==> src/hdl/stdf_pkg.sv <==
// shared types and constants for the string table deframer
package stdf_pkg;

    localparam int STRINGS_PER_TABLE = 16;

    localparam int BYTE_W  = 8;
    localparam int LEN_W   = 16;
    localparam int ID_W    = 17;
    localparam int POS_W   = 16;
    localparam int CODE_W  = 16;
    localparam int TID_W   = 13;
    localparam int CFG_W   = 16;
    localparam int IDX_W   = 2;
    localparam int TDATA_W = 56;

    localparam logic [IDX_W-1:0] REG_WIDE_MODE    = 2'd0;
    localparam logic [IDX_W-1:0] REG_BLOCK_LENGTH = 2'd1;
    localparam logic [IDX_W-1:0] REG_TABLE_ID     = 2'd2;

    localparam logic KIND_CHAR  = 1'b0;
    localparam logic KIND_TRUNC = 1'b1;

    typedef struct packed {
        logic             wide_mode;
        logic [LEN_W-1:0] block_length;
        logic [TID_W-1:0] table_id;
    } cfg_t;

    typedef struct packed {
        logic              kind;
        logic [ID_W-1:0]   string_id;
        logic [POS_W-1:0]  char_index;
        logic [CODE_W-1:0] char_code;
        logic              last_of_string;
    } res_t;

endpackage

==> src/hdl/stdf_cfg_regs.sv <==
// configuration registers written through the plain write port
module stdf_cfg_regs (
    input  logic                      aclk,
    input  logic                      aresetn,
    input  logic                      cfg_wr_en,
    input  logic [stdf_pkg::IDX_W-1:0] cfg_index,
    input  logic [stdf_pkg::CFG_W-1:0] cfg_wdata,
    output stdf_pkg::cfg_t            cfg
);
    import stdf_pkg::*;

    cfg_t cfg_reg;
    cfg_t cfg_next;

    always_comb begin
        cfg_next = cfg_reg;
        if (cfg_wr_en) begin
            unique case (cfg_index)
                REG_WIDE_MODE:    cfg_next.wide_mode    = cfg_wdata[0];
                REG_BLOCK_LENGTH: cfg_next.block_length = cfg_wdata[LEN_W-1:0];
                REG_TABLE_ID:     cfg_next.table_id     = cfg_wdata[TID_W-1:0];
                default:          cfg_next = cfg_reg;
            endcase
        end
    end

    always_ff @(posedge aclk) begin
        if (!aresetn) begin
            cfg_reg.wide_mode    <= 1'b1;
            cfg_reg.block_length <= '0;
            cfg_reg.table_id     <= TID_W'(1);
        end else begin
            cfg_reg <= cfg_next;
        end
    end

    assign cfg = cfg_reg;

endmodule

==> src/hdl/stdf_parser.sv <==
// parser state and per-byte next-state and result logic
module stdf_parser (
    input  logic                        aclk,
    input  logic                        aresetn,
    input  stdf_pkg::cfg_t              cfg,
    input  logic                        beat_valid,
    input  logic [stdf_pkg::BYTE_W-1:0] beat_byte,
    input  logic                        beat_start,
    output logic                        emit,
    output stdf_pkg::res_t              res
);
    import stdf_pkg::*;

    localparam logic [1:0] PH_LEN_LO = 2'd0;
    localparam logic [1:0] PH_LEN_HI = 2'd1;
    localparam logic [1:0] PH_CHR_LO = 2'd2;
    localparam logic [1:0] PH_CHR_HI = 2'd3;

    logic [1:0]        phase_reg,   phase_next;
    logic [LEN_W-1:0]  bc_reg,      bc_next;
    logic [LEN_W-1:0]  rem_reg,     rem_next;
    logic [ID_W-1:0]   sid_reg,     sid_next;
    logic [POS_W-1:0]  pos_reg,     pos_next;
    logic [BYTE_W-1:0] held_reg,    held_next;
    logic              stopped_reg, stopped_next;

    logic [1:0]        ph;
    logic [LEN_W-1:0]  bc;
    logic [LEN_W-1:0]  rem;
    logic [ID_W-1:0]   sid;
    logic [POS_W-1:0]  pos;
    logic [BYTE_W-1:0] held;
    logic              stp;
    logic [ID_W-1:0]   start_id;
    logic [LEN_W-1:0]  bc_inc;
    logic [LEN_W-1:0]  entry_len;
    logic [LEN_W:0]    entry_bytes;
    logic [LEN_W+1:0]  entry_end;
    logic              entry_over;
    logic [CODE_W-1:0] unit_code;
    logic              unit_last;

    assign start_id = ID_W'(32'(STRINGS_PER_TABLE) * (32'(cfg.table_id) - 32'd1));

    // block start clears the parser state and loads the table's first string id before the byte is parsed
    always_comb begin
        if (beat_start) begin
            ph   = PH_LEN_LO;
            bc   = '0;
            rem  = '0;
            pos  = '0;
            held = '0;
            stp  = 1'b0;
            sid  = start_id;
        end else begin
            ph   = phase_reg;
            bc   = bc_reg;
            rem  = rem_reg;
            pos  = pos_reg;
            held = held_reg;
            stp  = stopped_reg;
            sid  = sid_reg;
        end
    end

    assign bc_inc = bc + LEN_W'(1);

    always_comb begin
        if (ph == PH_LEN_HI) begin
            entry_len   = {beat_byte, held};
            entry_bytes = {entry_len, 1'b0};
        end else begin
            entry_len   = LEN_W'(beat_byte);
            entry_bytes = (LEN_W+1)'(beat_byte);
        end
        entry_end  = (LEN_W+2)'(bc_inc) + (LEN_W+2)'(entry_bytes);
        entry_over = entry_end > (LEN_W+2)'(cfg.block_length);
    end

    assign unit_code = (ph == PH_CHR_HI) ? {beat_byte, held} : CODE_W'(beat_byte);
    assign unit_last = rem <= LEN_W'(1);

    always_comb begin
        phase_next   = ph;
        bc_next      = bc;
        rem_next     = rem;
        sid_next     = sid;
        pos_next     = pos;
        held_next    = held;
        stopped_next = stp;
        emit         = 1'b0;
        res          = '{kind: KIND_TRUNC, string_id: sid, char_index: '0,
                         char_code: '0, last_of_string: 1'b0};
        if (!stp) begin
            unique case (ph)
                PH_LEN_LO, PH_LEN_HI: begin
                    if (ph == PH_LEN_LO && bc >= cfg.block_length) begin
                        // past the end of the block: byte ignored
                        bc_next = bc;
                    end else if (ph == PH_LEN_LO && cfg.wide_mode) begin
                        bc_next   = bc_inc;
                        held_next = beat_byte;
                        if (bc_inc >= cfg.block_length) begin
                            stopped_next = 1'b1;
                            emit         = 1'b1;
                        end else begin
                            phase_next = PH_LEN_HI;
                        end
                    end else begin
                        bc_next = bc_inc;
                        if (entry_over) begin
                            stopped_next = 1'b1;
                            emit         = 1'b1;
                        end else if (entry_len == '0) begin
                            sid_next   = sid + ID_W'(1);
                            phase_next = PH_LEN_LO;
                        end else begin
                            rem_next   = entry_len;
                            pos_next   = '0;
                            phase_next = PH_CHR_LO;
                        end
                    end
                end
                PH_CHR_LO, PH_CHR_HI: begin
                    bc_next = bc_inc;
                    if (ph == PH_CHR_LO && cfg.wide_mode) begin
                        held_next  = beat_byte;
                        phase_next = PH_CHR_HI;
                    end else begin
                        emit = 1'b1;
                        res  = '{kind: KIND_CHAR, string_id: sid, char_index: pos,
                                 char_code: unit_code, last_of_string: unit_last};
                        if (unit_last) begin
                            rem_next   = '0;
                            pos_next   = '0;
                            sid_next   = sid + ID_W'(1);
                            phase_next = PH_LEN_LO;
                        end else begin
                            rem_next   = rem - LEN_W'(1);
                            pos_next   = pos + POS_W'(1);
                            phase_next = PH_CHR_LO;
                        end
                    end
                end
                default: phase_next = ph;
            endcase
        end
    end

    always_ff @(posedge aclk) begin
        if (!aresetn) begin
            phase_reg   <= PH_LEN_LO;
            bc_reg      <= '0;
            rem_reg     <= '0;
            sid_reg     <= '0;
            pos_reg     <= '0;
            held_reg    <= '0;
            stopped_reg <= 1'b0;
        end else if (beat_valid) begin
            phase_reg   <= phase_next;
            bc_reg      <= bc_next;
            rem_reg     <= rem_next;
            sid_reg     <= sid_next;
            pos_reg     <= pos_next;
            held_reg    <= held_next;
            stopped_reg <= stopped_next;
        end
    end

`ifndef SYNTHESIS
    a_stop_holds: assert property (@(posedge aclk)
        aresetn && stopped_reg && !(beat_valid && beat_start) |=> stopped_reg)
        else $error("parser left stopped state without a block start");

    a_trunc_stops: assert property (@(posedge aclk)
        aresetn && beat_valid && emit && res.kind == KIND_TRUNC |=> stopped_reg)
        else $error("truncation beat did not stop the parser");

    a_last_to_len: assert property (@(posedge aclk)
        aresetn && beat_valid && emit && res.kind == KIND_CHAR && res.last_of_string
        |=> phase_reg == PH_LEN_LO && pos_reg == '0)
        else $error("last character did not return to a length prefix");
`endif

endmodule

==> src/hdl/string_table_deframer.sv <==
// top level: input register, parser, result register and config registers
//
//   channel  dir  handshake          payload
//   s_       in   s_tvalid/s_tready  tdata: data_byte; tuser: block_start
//   m_       out  m_tvalid/m_tready  tdata: string_id, char_index, char_code;
//                                    tuser: kind; tlast: last_of_string
//   cfg_     in   cfg_wr_en          cfg_index, cfg_wdata
//
// one byte per cycle sustained while m_tready is high
// the parser state update between input and result register sets the rate
// aresetn is synchronous: control state and config return to defaults
// a stalled result holds while the input register still takes one more beat
module string_table_deframer (
    input  logic                           aclk,
    input  logic                           aresetn,
    input  logic                           s_tvalid,
    output logic                           s_tready,
    input  logic [7:0]                     s_tdata,   // [7:0] data_byte
    input  logic                           s_tuser,   // [0] block_start
    output logic                           m_tvalid,
    input  logic                           m_tready,
    output logic [stdf_pkg::TDATA_W-1:0]   m_tdata,   // [16:0] string_id,
                                                      // [32:17] char_index,
                                                      // [48:33] char_code
    output logic                           m_tuser,   // [0] kind
    output logic                           m_tlast,
    input  logic                           cfg_wr_en,
    input  logic [stdf_pkg::IDX_W-1:0]     cfg_index,
    input  logic [stdf_pkg::CFG_W-1:0]     cfg_wdata
);
    import stdf_pkg::*;

    cfg_t              cfg;
    logic              in_valid_reg, in_valid_next;
    logic [BYTE_W-1:0] in_byte_reg;
    logic              in_start_reg;
    logic              out_valid_reg, out_valid_next;
    res_t              out_res_reg;
    logic              advance;
    logic              emit;
    res_t              res;

    stdf_cfg_regs u_cfg (
        .aclk      (aclk),
        .aresetn   (aresetn),
        .cfg_wr_en (cfg_wr_en),
        .cfg_index (cfg_index),
        .cfg_wdata (cfg_wdata),
        .cfg       (cfg)
    );

    stdf_parser u_parser (
        .aclk       (aclk),
        .aresetn    (aresetn),
        .cfg        (cfg),
        .beat_valid (advance),
        .beat_byte  (in_byte_reg),
        .beat_start (in_start_reg),
        .emit       (emit),
        .res        (res)
    );

    assign advance  = in_valid_reg && (!out_valid_reg || m_tready);
    assign s_tready = !in_valid_reg || advance;

    always_comb begin
        in_valid_next = in_valid_reg;
        if (s_tvalid && s_tready) begin
            in_valid_next = 1'b1;
        end else if (advance) begin
            in_valid_next = 1'b0;
        end
        out_valid_next = out_valid_reg;
        if (advance) begin
            out_valid_next = emit;
        end else if (m_tready) begin
            out_valid_next = 1'b0;
        end
    end

    always_ff @(posedge aclk) begin
        if (!aresetn) begin
            in_valid_reg  <= 1'b0;
            out_valid_reg <= 1'b0;
        end else begin
            in_valid_reg  <= in_valid_next;
            out_valid_reg <= out_valid_next;
        end
    end

    always_ff @(posedge aclk) begin
        if (s_tvalid && s_tready) begin
            in_byte_reg  <= s_tdata;
            in_start_reg <= s_tuser;
        end
        if (advance && emit) begin
            out_res_reg <= res;
        end
    end

    assign m_tvalid = out_valid_reg;
    assign m_tdata  = {(TDATA_W - ID_W - POS_W - CODE_W)'(0), out_res_reg.char_code,
                       out_res_reg.char_index, out_res_reg.string_id};
    assign m_tuser  = out_res_reg.kind;
    assign m_tlast  = out_res_reg.last_of_string;

`ifndef SYNTHESIS
    a_in_held: assert property (@(posedge aclk)
        aresetn && in_valid_reg && !advance |=> in_valid_reg)
        else $error("input beat dropped while the result side was stalled");
`endif

endmodule

==> config.mk <==
export PLATFORM = sky130hd
export DESIGN_NAME = string_table_deframer
export DESIGN_NICKNAME = d
export VERILOG_FILES = /design/src/hdl/stdf_pkg.sv /design/src/hdl/stdf_cfg_regs.sv /design/src/hdl/stdf_parser.sv /design/src/hdl/string_table_deframer.sv
export SDC_FILE = /design/constraint.sdc
export NUM_CORES = 1
export LEC_CHECK = 0
export ABC_CLOCK_PERIOD_IN_PS = 19900
export BUFFER_PORTS_ARGS = -buffer_cell sky130_fd_sc_hd__buf_2
export CORE_MARGIN = 8
export CORE_UTILIZATION = 60
export DETAILED_ROUTE_END_ITERATION = 6
export GPL_ROUTABILITY_DRIVEN = 0
export GPL_TIMING_DRIVEN = 0
export HOLD_SLACK_MARGIN = 0.03
export PLACE_DENSITY = 0.8
export SLEW_MARGIN = 20
export SYNTH_ARGS = -nofsm -noshare
export SYNTH_HDL_FRONTEND = slang
export SYNTH_SLANG_ARGS = --single-unit
==> constraint.sdc <==
create_clock -name aclk -period 19.9 [get_ports aclk]
set_clock_uncertainty 0.15 [all_clocks]
set_input_delay 0 -clock aclk [delete_from_list [all_inputs] [get_ports aclk]]
set_output_delay 0 -clock aclk [all_outputs]
set_load 0.05 [all_outputs]
Word-level counts from Yosys, hierarchy flattened
Index checks and enable logic that the tools add are counted.
Widths: inputs -> output; s select.
{"block": "word_totals", "reg_bits": 168, "romBits": 0, "latchBits": 0, "ram_bits": 0, "mem_count": 0, "elab_cells": 127, "input_bits": 32}
{"block": "classes", "n_mul": 0, "div_mod_pow": 0, "reduce_logical": 23, "bitwise": 2, "muxes": 67, "magnitude_cmp": 4, "eq_ne": 5, "addsub": 6, "shifts": 0}
{"cell": "$mux 16", "n": 21}
{"cell": "$mux 17", "n": 9}
{"cell": "$mux 50", "n": 2}
{"cell": "$pmux 16 s2", "n": 3}
{"cell": "$mux 51", "n": 1}
{"cell": "$mux 8", "n": 5}
{"cell": "$pmux 17 s2", "n": 1}
{"cell": "$add 16x1->16 const B", "n": 2}
{"cell": "$ge 16x16->1", "n": 2}
{"cell": "$add 16x17->18", "n": 1}
{"cell": "$gt 18x16->1", "n": 1}
{"cell": "$mux 2", "n": 9}
{"cell": "$add 17x1->17 const B", "n": 1}
{"cell": "$le 16x1->1 const B", "n": 1}
{"cell": "$logic_not 16->1", "n": 1}
{"cell": "$pmux 8 s2", "n": 1}
{"cell": "$sub 16x1->16 const B", "n": 1}
{"cell": "$mux 1", "n": 13}
{"cell": "$sub 13x1->13 const B", "n": 1}
{"cell": "$eq 2x2->1 const B", "n": 3}
{"cell": "$logic_and 1x1->1", "n": 6}
{"cell": "$reduce_and 2->1", "n": 3}
{"cell": "$reduce_or 2->1", "n": 3}
{"cell": "$eq 2x1->1 const B", "n": 2}
{"cell": "other kinds (9)", "n": 14}

Longest topological paths before layout
Gate-level depths: netlist of the first run.
{"block": "depth", "ltp_word": 11, "depth_mapped": 30, "ltp_nobuf": 25}

Hierarchy
A second synthesis of the first run with hierarchy kept.
{"block": "unflattened", "cells_unflattened": 1351, "area_unflattened_um2": 11175.7}
{"mod": "stdf_parser", "area_per_inst_um2": 8021.4, "cells_per_inst": 1150, "instances": 1, "seq_area_each_um2": 1521.5}
{"mod": "string_table_deframer", "area_per_inst_um2": 1970.6, "cells_per_inst": 81, "instances": 1, "seq_area_each_um2": 1841.8}
{"mod": "stdf_cfg_regs", "area_per_inst_um2": 1183.6, "cells_per_inst": 120, "instances": 1, "seq_area_each_um2": 600.6}

Worst setup path before layout of the first run
OpenSTA, ideal clock, no wires.
{"block": "synth_path", "kind": "flip-flop to flip-flop", "start": "reg in_start_reg", "end": "reg out_res_reg (netlist bit m_tdata[0]), enable pin", "synth_period_minus_slack_ns": 8.291, "slack_ns": 11.609, "setup_ns": 0.460, "required_time_ns": 19.290, "stages_incl_launch_ff": 29, "path_buffers": 8, "arrival_time_ns": 7.681, "cell_sequence": "edfxtp_1 > buf_2 > clkbuf_1 > clkbuf_1 > clkbuf_1 > buf_1 > clkbuf_1 > nor2b_1 > xor2_1 > ha_1 > a21oi_1 > o21ai_0 > nand3_1 > a21boi_0 > nand4_1 > nand2_1 > a21oi_1 > o21ba_2 > xnor2_1 > ha_1 > nand2_1 > o41ai_1 > o2bb2ai_1 > and3b_1 > buf_2 > buf_2 > nor3b_1 > a21oi_1 > nor2_1"}
{"block": "synth_via", "elab_chain_cells": 11}
{"item": "from (decl)", "line_no": "string_table_deframer.sv:36", "source": "logic in_start_reg;"}
{"item": "from (signal assigned)", "line_no": "string_table_deframer.sv:94", "source": "in_start_reg <= s_tuser;"}
{"item": "parallel branches: the longest is 9 deep, another holds $add 16x17->18"}
{"item": "$mux 1 *", "line_no": "stdf_parser.sv:94", "source": "if (!stp) begin"}
{"item": "$logic_and 1x1->1 *", "line_no": "string_table_deframer.sv:96", "source": "if (advance && emit) begin"}
{"item": "to (signal assigned)", "line_no": "string_table_deframer.sv:97", "source": "out_res_reg <= res;"}
{"item": "to (decl)", "line_no": "string_table_deframer.sv:38", "source": "res_t out_res_reg;"}
Every way passes the cells marked *.
A chain may end at the register's enable or synchronous reset.

Worst setup path after layout of the first run
{"block": "layout_path", "start": "reg in_start_reg", "end": "reg out_res_reg (netlist bit m_tdata[42]), enable pin"}
The elaborated chain is that of the path after synthesis.

==> results of run 1 <==
-- synthesized netlist by cell type, types with 8 or more instances --
master      n
nand3_1    55
o21ai_0   109
nand2_1   172
a32oi_1     9
nor2_1     79
xor2_1     17
mux2_2      8
xnor2_1    24
edfxtp_1   60
nand2b_1   10
a211oi_1    9
or3_1      16
a21o_1     22
a311oi_1    8
nor2b_1    44
buf_2      10
mux2i_1    13
o21ai_1     9
a21oi_1   132
ha_1       64
and2_1     31
nor3_1     39
nand3b_1    8
o21a_1     10
clkbuf_1   66
and3_1     18
inv_1      39
dfxtp_1   108
a31oi_1    21
nor4_1      9
o211ai_1   10
nand4_1    18
o31ai_1     8
-- metal layers --
| metal | share of wire [%] | GRT usage (%) | routed length, um |
|---|---|---|---|
| met4 | 5.5 | 16.7 | 2000 |
| met1 | 39 | 37.2 | 14100 |
| met5 | 0 | 0 | 0 |
| met2 | 44 | 46.7 | 15900 |
| met3 | 12 | 7.77 | 4280 |
-- logic make-up after synthesis --
family,count (synthesis)
and+or+nand+nor,527
AOI/OAI and AO/OA,406
DFF,168
buffers and inverters,128
adders and majority gates,66
xor gates and xnor gates,43
muxes,22
other,1
-- layout by cell type, fill, tap and decap left out, types with 21 or more instances in the layout --
cell type and n:
a21o_1 22, dfxtp_1 108, dlygate4sd3_1 39, xnor2_1 24, nand2_1 172, nor2b_1 44
edfxtp_1 60, nor3_1 39, clkbuf_1 66, inv_1 39, o21ai_0 108, buf_2 93
nor2_1 78, and2_1 31, a21oi_1 132, a31oi_1 21, ha_1 64, nand3_1 55
-- power breakdown --
part	switching, mW	internal [mW]	leakage, nW
registers	0.0107	0.368	1.49
clock network	0.163	0.175	0.291
logic	0.119	0.0588	3.24
-- critical path: cells and delay by family, from the launching register on --
kind	cells	cell delay, ns
AO/OA/AOI/OAI	10	2.25
XOR/XNOR	2	0.35
adder cells (fa/ha/maj)	2	0.69
buffers and inverters	9	4.10
flip-flops	1	0.46
AND/OR/NAND/NOR	5	1.53
-- area by class of cell --
type	instances	share of cell area, %
Sequential cell	168	30.8
Clock inverter	14	1.15
Inverter	41	1.20
Clock buffer	18	3.51
Multi-Input combinational cell	1071	51.8
Buffer	87	2.84
Timing Repair Buffer	123	6.43
Tap cell	229	2.23
-- worst paths after layout --
path                      start              to  slack [ns]  depth (start not counted)
hold reg to reg   u_cfg.cfg[16]   u_cfg.cfg[16]        0.31                          2
hold / removal       s_tdata[3]  in_byte_reg[3]        0.11                          2
setup reg to reg   in_start_reg     m_tdata[42]       10.02                         28
setup / recovery   in_start_reg     m_tdata[42]       10.02                         28
-- through the flow --
step	instances	setup WS, ns
5_1_grt	1751	9.69
3_3_place_gp	1679	8.40
3_5_place_dp	1680	10.57
6_report	1751	10.02
4_1_cts	1751	10.53
2_1_floorplan	1367	11.61
==> flow_metrics.py, run 1 <==
metrics = {
    "status": {
        "status": "complete, but fails checks",
        "failed_checks": "DRC",
    },
    "clock_tree": {
        "root_buffer": "clkbuf_16",
        "cts_sinks": 168,
        "tritoncts": "yes",
        "holdBufCountCts": 39,
        "cts_htree_levels": 4,
        "clockBufferDepth": 2,
        "cts.repair.resized": 0,
        "cts.clk_slew.worst_paths_ns": 0.07,
        "post_cts_buffers": 0,
        "tritoncts.num_buffers": 17,
        "clk_latency_ns": 0.45,
    },
    "synth": {
        "synth_compound_area_share_pct": 22.6,
        "synthCells": 1361,
        "yosys_register_bits": 168,
        "synth_cell_types": 85,
        "yosysSeqAreaShare_pct": 35.7,
        "netlist.area_leader.share_pct": 19.5,
        "synth_top_family_by_area": "simple AND/OR/NAND/NOR gates",
        "syn_avg_cell_area_um2": 8.16,
        "synth.area.top_cells": "dfxtp_1 (19%), edfxtp_1 (16%), ha_1 (7.2%)",
        "yosysWarnings": 0,
        "synth_area_um2": 11100,
        "yosys.area.top_type": "dfxtp_1",
        "synth_xor_xnor_area_share_pct": 3.65,
        "synth_enable_flop_cells": 60,
        "async_reset_ff_share_pct": 0,
        "yosys.area_share.simple_pct": 23.7,
        "synth_top_flop_cell": "dfxtp_1",
        "synth.area.mux_share_pct": 2.18,
        "synthAdderAreaFrac_pct": 7.48,
    },
    "layout": {
        "insertedDiodeCount": 0,
        "seq_area_um2": 3960,
        "finalInstanceArea_um2": 12900,
        "drive_gt1_share_pct": 10.5,
        "multi_input_area_um2": 6660,
        "finish.utilization_pct": 71.1,
        "fillerInstances": 1395,
        "area_growth_pct": 15.7,
        "largest_reg_flops": 49,
        "final_net_count": 1606,
    },
    "placement": {
        "dp_hpwl_um": 25600,
        "portBuffers": 83,
        "post_dp_cell_area_um2": 11900,
    },
    "timing": {
        "fin_crit_ns": 9.88,
        "max_slew_margin_pct": 28.9,
        "hold_ws_ns": 0.110,
        "fmax_ghz": 0.101,
        "worst_pin_slew_ns": 1.04,
        "slew_viol_final": 0,
        "setup_viol_count_final": 0,
        "finalSetupTns_ns": 0,
        "rsz0062_at_grt": "no",
        "hold_violations": 0,
        "period_share_pct": 49.7,
    },
    "drt": {
        "num_vias": 11500,
        "wl_um": 36300,
        "wl_per_cell_um": 20.7,
        "drc_errors": 3,
        "via_per_inst": 6.57,
        "drtPass1Iterations": 7,
        "ant_nets": 0,
        "drt_iter0_drc": 1641,
    },
    "floorplan": {
        "coreArea_um2": 18100,
        "start_util_pct": 61.4,
        "dieWidth_um": 152,
        "ioPinCount": 92,
        "die_h_um": 152,
        "rows": 49,
        "die_area_um2": 23100,
    },
    "worst_hold_path": {
        "worstHoldPathType": "input port to flip-flop",
    },
    "run": {
        "drv_cap": 0,
    },
    "global_routing": {
        "grt_max_degree": 29,
        "grt_usage_pct": 29.9,
        "grt_pass1_vias": 10700,
        "antenna_found_initial": 0,
        "grt_overflow_total": 0,
        "grt_pass1_wl_um": 56200,
    },
    "power_and_ir_drop": {
        "power.density_nw_per_um2": 69.6,
        "vdd_drop_max_mv": 0.0723,
        "total_power_mw": 0.894,
        "leakage_nw": 5.02,
    },
    "critical_path": {
        "crit_arrival_ns": 9.88,
        "worstPathMaxFanout": 28,
        "cp_common_cell": "clkbuf_1",
        "cpPeakStageDelay_ns": 0.71,
        "cp_slowest_cell": "buf_1",
        "required_ns": 19.89,
        "start_kind": "flip-flop",
        "crit_type": "flip-flop to flip-flop",
        "worstSetupEndpointType": "flip-flop",
    },
}
No activity file was read; power rests on OpenSTA's default activity.
==> run 2: changes to the inputs <==
Settings changed: ABC_CLOCK_PERIOD_IN_PS 19900 to 8400, CORE_UTILIZATION 60 to 55, PLACE_DENSITY 0.8 to 0.77.
Clock period 19.9 ns to 8.4 ns, I/O delays scaled along.
==> run 2 against run 1 <==
Compared with the run above: the flow now finishes without violations; sequential share of layout area down 0.13 points; total power increased by 140%; first-iteration DRC count shrank 8.6%; final cell count is 2.1% higher; via count down 1.2%; register-to-register slack got worse by 9.6 ns; non-clock buffer count decreased by 4; combinational power up 140%.
==> flow_metrics.py, run 2 (synthesis results as in run 1) <==
metrics = {
    "drt": {
        "num_vias": 11400,
        "wl_met3_um": 4150,
        "wl_um": 35400,
        "highest_layer": "met4",
        "drtPass1Iterations": 7,
        "via_per_inst": 6.36,
        "ant_nets": 0,
        "drc_errors": 0,
        "drt-met1-wl_um": 13700,
        "drt_iter0_drc": 1500,
        "met2WireLength_um": 15900,
        "wl_per_cell_um": 19.8,
    },
    "power_and_ir_drop": {
        "leakage_nw": 5.03,
        "total_power_mw": 2.11,
        "power.density_nw_per_um2": 163,
        "p_int_mw": 1.43,
        "clkPwrFrac_pct": 37.6,
        "combPwrFrac_pct": 19.8,
        "p_sw_share_pct": 32.3,
        "pwr-share-seq_pct": 42.5,
        "switching_power_mw": 0.681,
        "vdd_drop_max_mv": 0.154,
    },
    "floorplan": {
        "ioPinCount": 92,
        "rows": 52,
        "die_area_um2": 25000,
        "dieWidth_um": 158,
        "coreArea_um2": 20000,
        "die_h_um": 158,
        "start_util_pct": 55.4,
    },
    "critical_path": {
        "worstPathMaxFanout": 28,
        "cp_top_family": "buffers and inverters",
        "cpPeakStageDelay_ns": 0.53,
        "crit_arrival_ns": 8.08,
        "cp-startpoint": "in_start_reg",
        "cp_slowest_cell": "clkbuf_2",
        "crit_type": "flip-flop to flip-flop",
        "crit_buf_inv": 7,
        "reg2reg_from": "in_start_reg",
        "cp_common_cell": "buf_2",
        "required_ns": 8.45,
        "start_kind": "flip-flop",
        "worstSetupEndpointType": "flip-flop",
    },
    "run": {
        "drv_cap": 0,
    },
    "clock_tree": {
        "cts_sinks": 168,
        "tritoncts": "yes",
        "post_cts_buffers": 0,
        "root_buffer": "clkbuf_16",
        "cts.clk_slew.worst_paths_ns": 0.07,
        "clk_latency_ns": 0.45,
        "tritoncts.num_buffers": 17,
        "cts_htree_levels": 4,
        "clockBufferDepth": 2,
    },
    "global_routing": {
        "grt_max_degree": 29,
        "grt_pass1_vias": 10800,
        "grt_overflow_total": 0,
        "grt_pass1_wl_um": 56800,
        "antenna_found_initial": 0,
        "grt_usage_pct": 28.9,
    },
    "timing": {
        "hold_violations": 0,
        "slew_viol_final": 0,
        "fin_crit_ns": 8.03,
        "worst_pin_slew_ns": 0.977,
        "setup_viol_count_final": 0,
        "setup_ws_ns": 0.368,
        "finalSetupTns_ns": 0,
        "max_slew_margin_pct": 34.4,
        "period_share_pct": 95.6,
        "rsz0062_at_grt": "no",
        "fmax_ghz": 0.125,
    },
    "worst_hold_path": {
        "worstHoldPathType": "input port to flip-flop",
        "hold_start": "s_tdata[6]",
    },
    "layout": {
        "fillerInstances": 1745,
        "final_net_count": 1602,
        "insertedDiodeCount": 0,
        "final_common_cell": "nand2_1",
        "layout_common_cells": "nand2_1 (172), a21oi_1 (132), o21ai_0 (108), dfxtp_1 (108), buf_2 (94)",
        "largest_reg_flops": 49,
        "area_growth_pct": 16.1,
        "drive_gt1_share_pct": 11.0,
    },
    "status": {
        "status": "finished clean",
    },
    "placement": {
        "portBuffers": 83,
        "pre_cts_slack_ns": -0.852,
        "dp_hpwl_um": 26100,
    },
}
[run 2: layout make-up]
class | count | area, um^2 | area share (%)
multi-input cells | 1071 | 6660 | 51.6
well taps | 270 | 338 | 2.62
inverters | 41 | 154 | 1.19
plain buffers | 84 | 360 | 2.79
clock buffers | 19 | 458 | 3.55
clock inverters | 13 | 126 | 0.979
flip-flops and latches | 168 | 3960 | 30.7
repair buffers | 122 | 841 | 6.52
[run 2: worst paths after layout]
path | endpoint | cells after the start | slack (ns)
min | in_byte_reg[6] | 2 | 0.12
min reg2reg | u_cfg.cfg[17] | 2 | 0.31
max reg2reg | m_tdata[20] | 28 | 0.37
max | m_tdata[20] | 28 | 0.37
[run 2: metrics by stage]
stage	instance area [um^2]	util [%]	hold slack, ns	instances
2_1_floorplan	11100	-	-0.0511	1367
3_3_place_gp	11900	59.3	0.0268	1720
3_5_place_dp	11900	59.6	0.0287	1722
4_1_cts	12900	64.4	0.117	1790
5_1_grt	12900	64.4	0.130	1788
6_report	12900	64.4	0.123	1788
[run 2: power by group through the flow]
stage / registers (mW) / clock network [mW] / logic, mW
after global routing: 0.899 / 0.822 / 0.448
after detailed placement: 0.914 / 0 / 0.390
final: 0.897 / 0.793 / 0.419
after floorplan: 0.933 / 0 / 0.252
after CTS: 0.896 / 0.791 / 0.406
after global placement: 0.915 / 0 / 0.377
[run 2: per-layer routing]
metal	track usage (%)	up-vias
met4	14.2	0
met1	36.3	5209
li1	-	5256
met5	0	-
met2	46.1	740
met3	6.50	168
[run 2: repair_timing]
| action | 4_1_cts | 5_1_grt |
|---|---|---|
| resized for setup | 5 | 0 |
| pin swaps | 0 | 0 |
| hold buffers | 37 | 0 |
| hold endpoints to repair | 47 | 0 |
| endpoints found under the setup margin | 100 | 50 |
| cloned | 0 | 0 |
[run 2: worst reg2reg max path: cells and delay by family, from the launching register on]
family	cells	cell delay [ns]
buffers and inverters	7	2.54
adder cells (fa/ha/maj)	2	0.67
flip-flops	1	0.48
XOR/XNOR	2	0.35
AO/OA/AOI/OAI	7	1.69
AND/OR/NAND/NOR	10	1.92
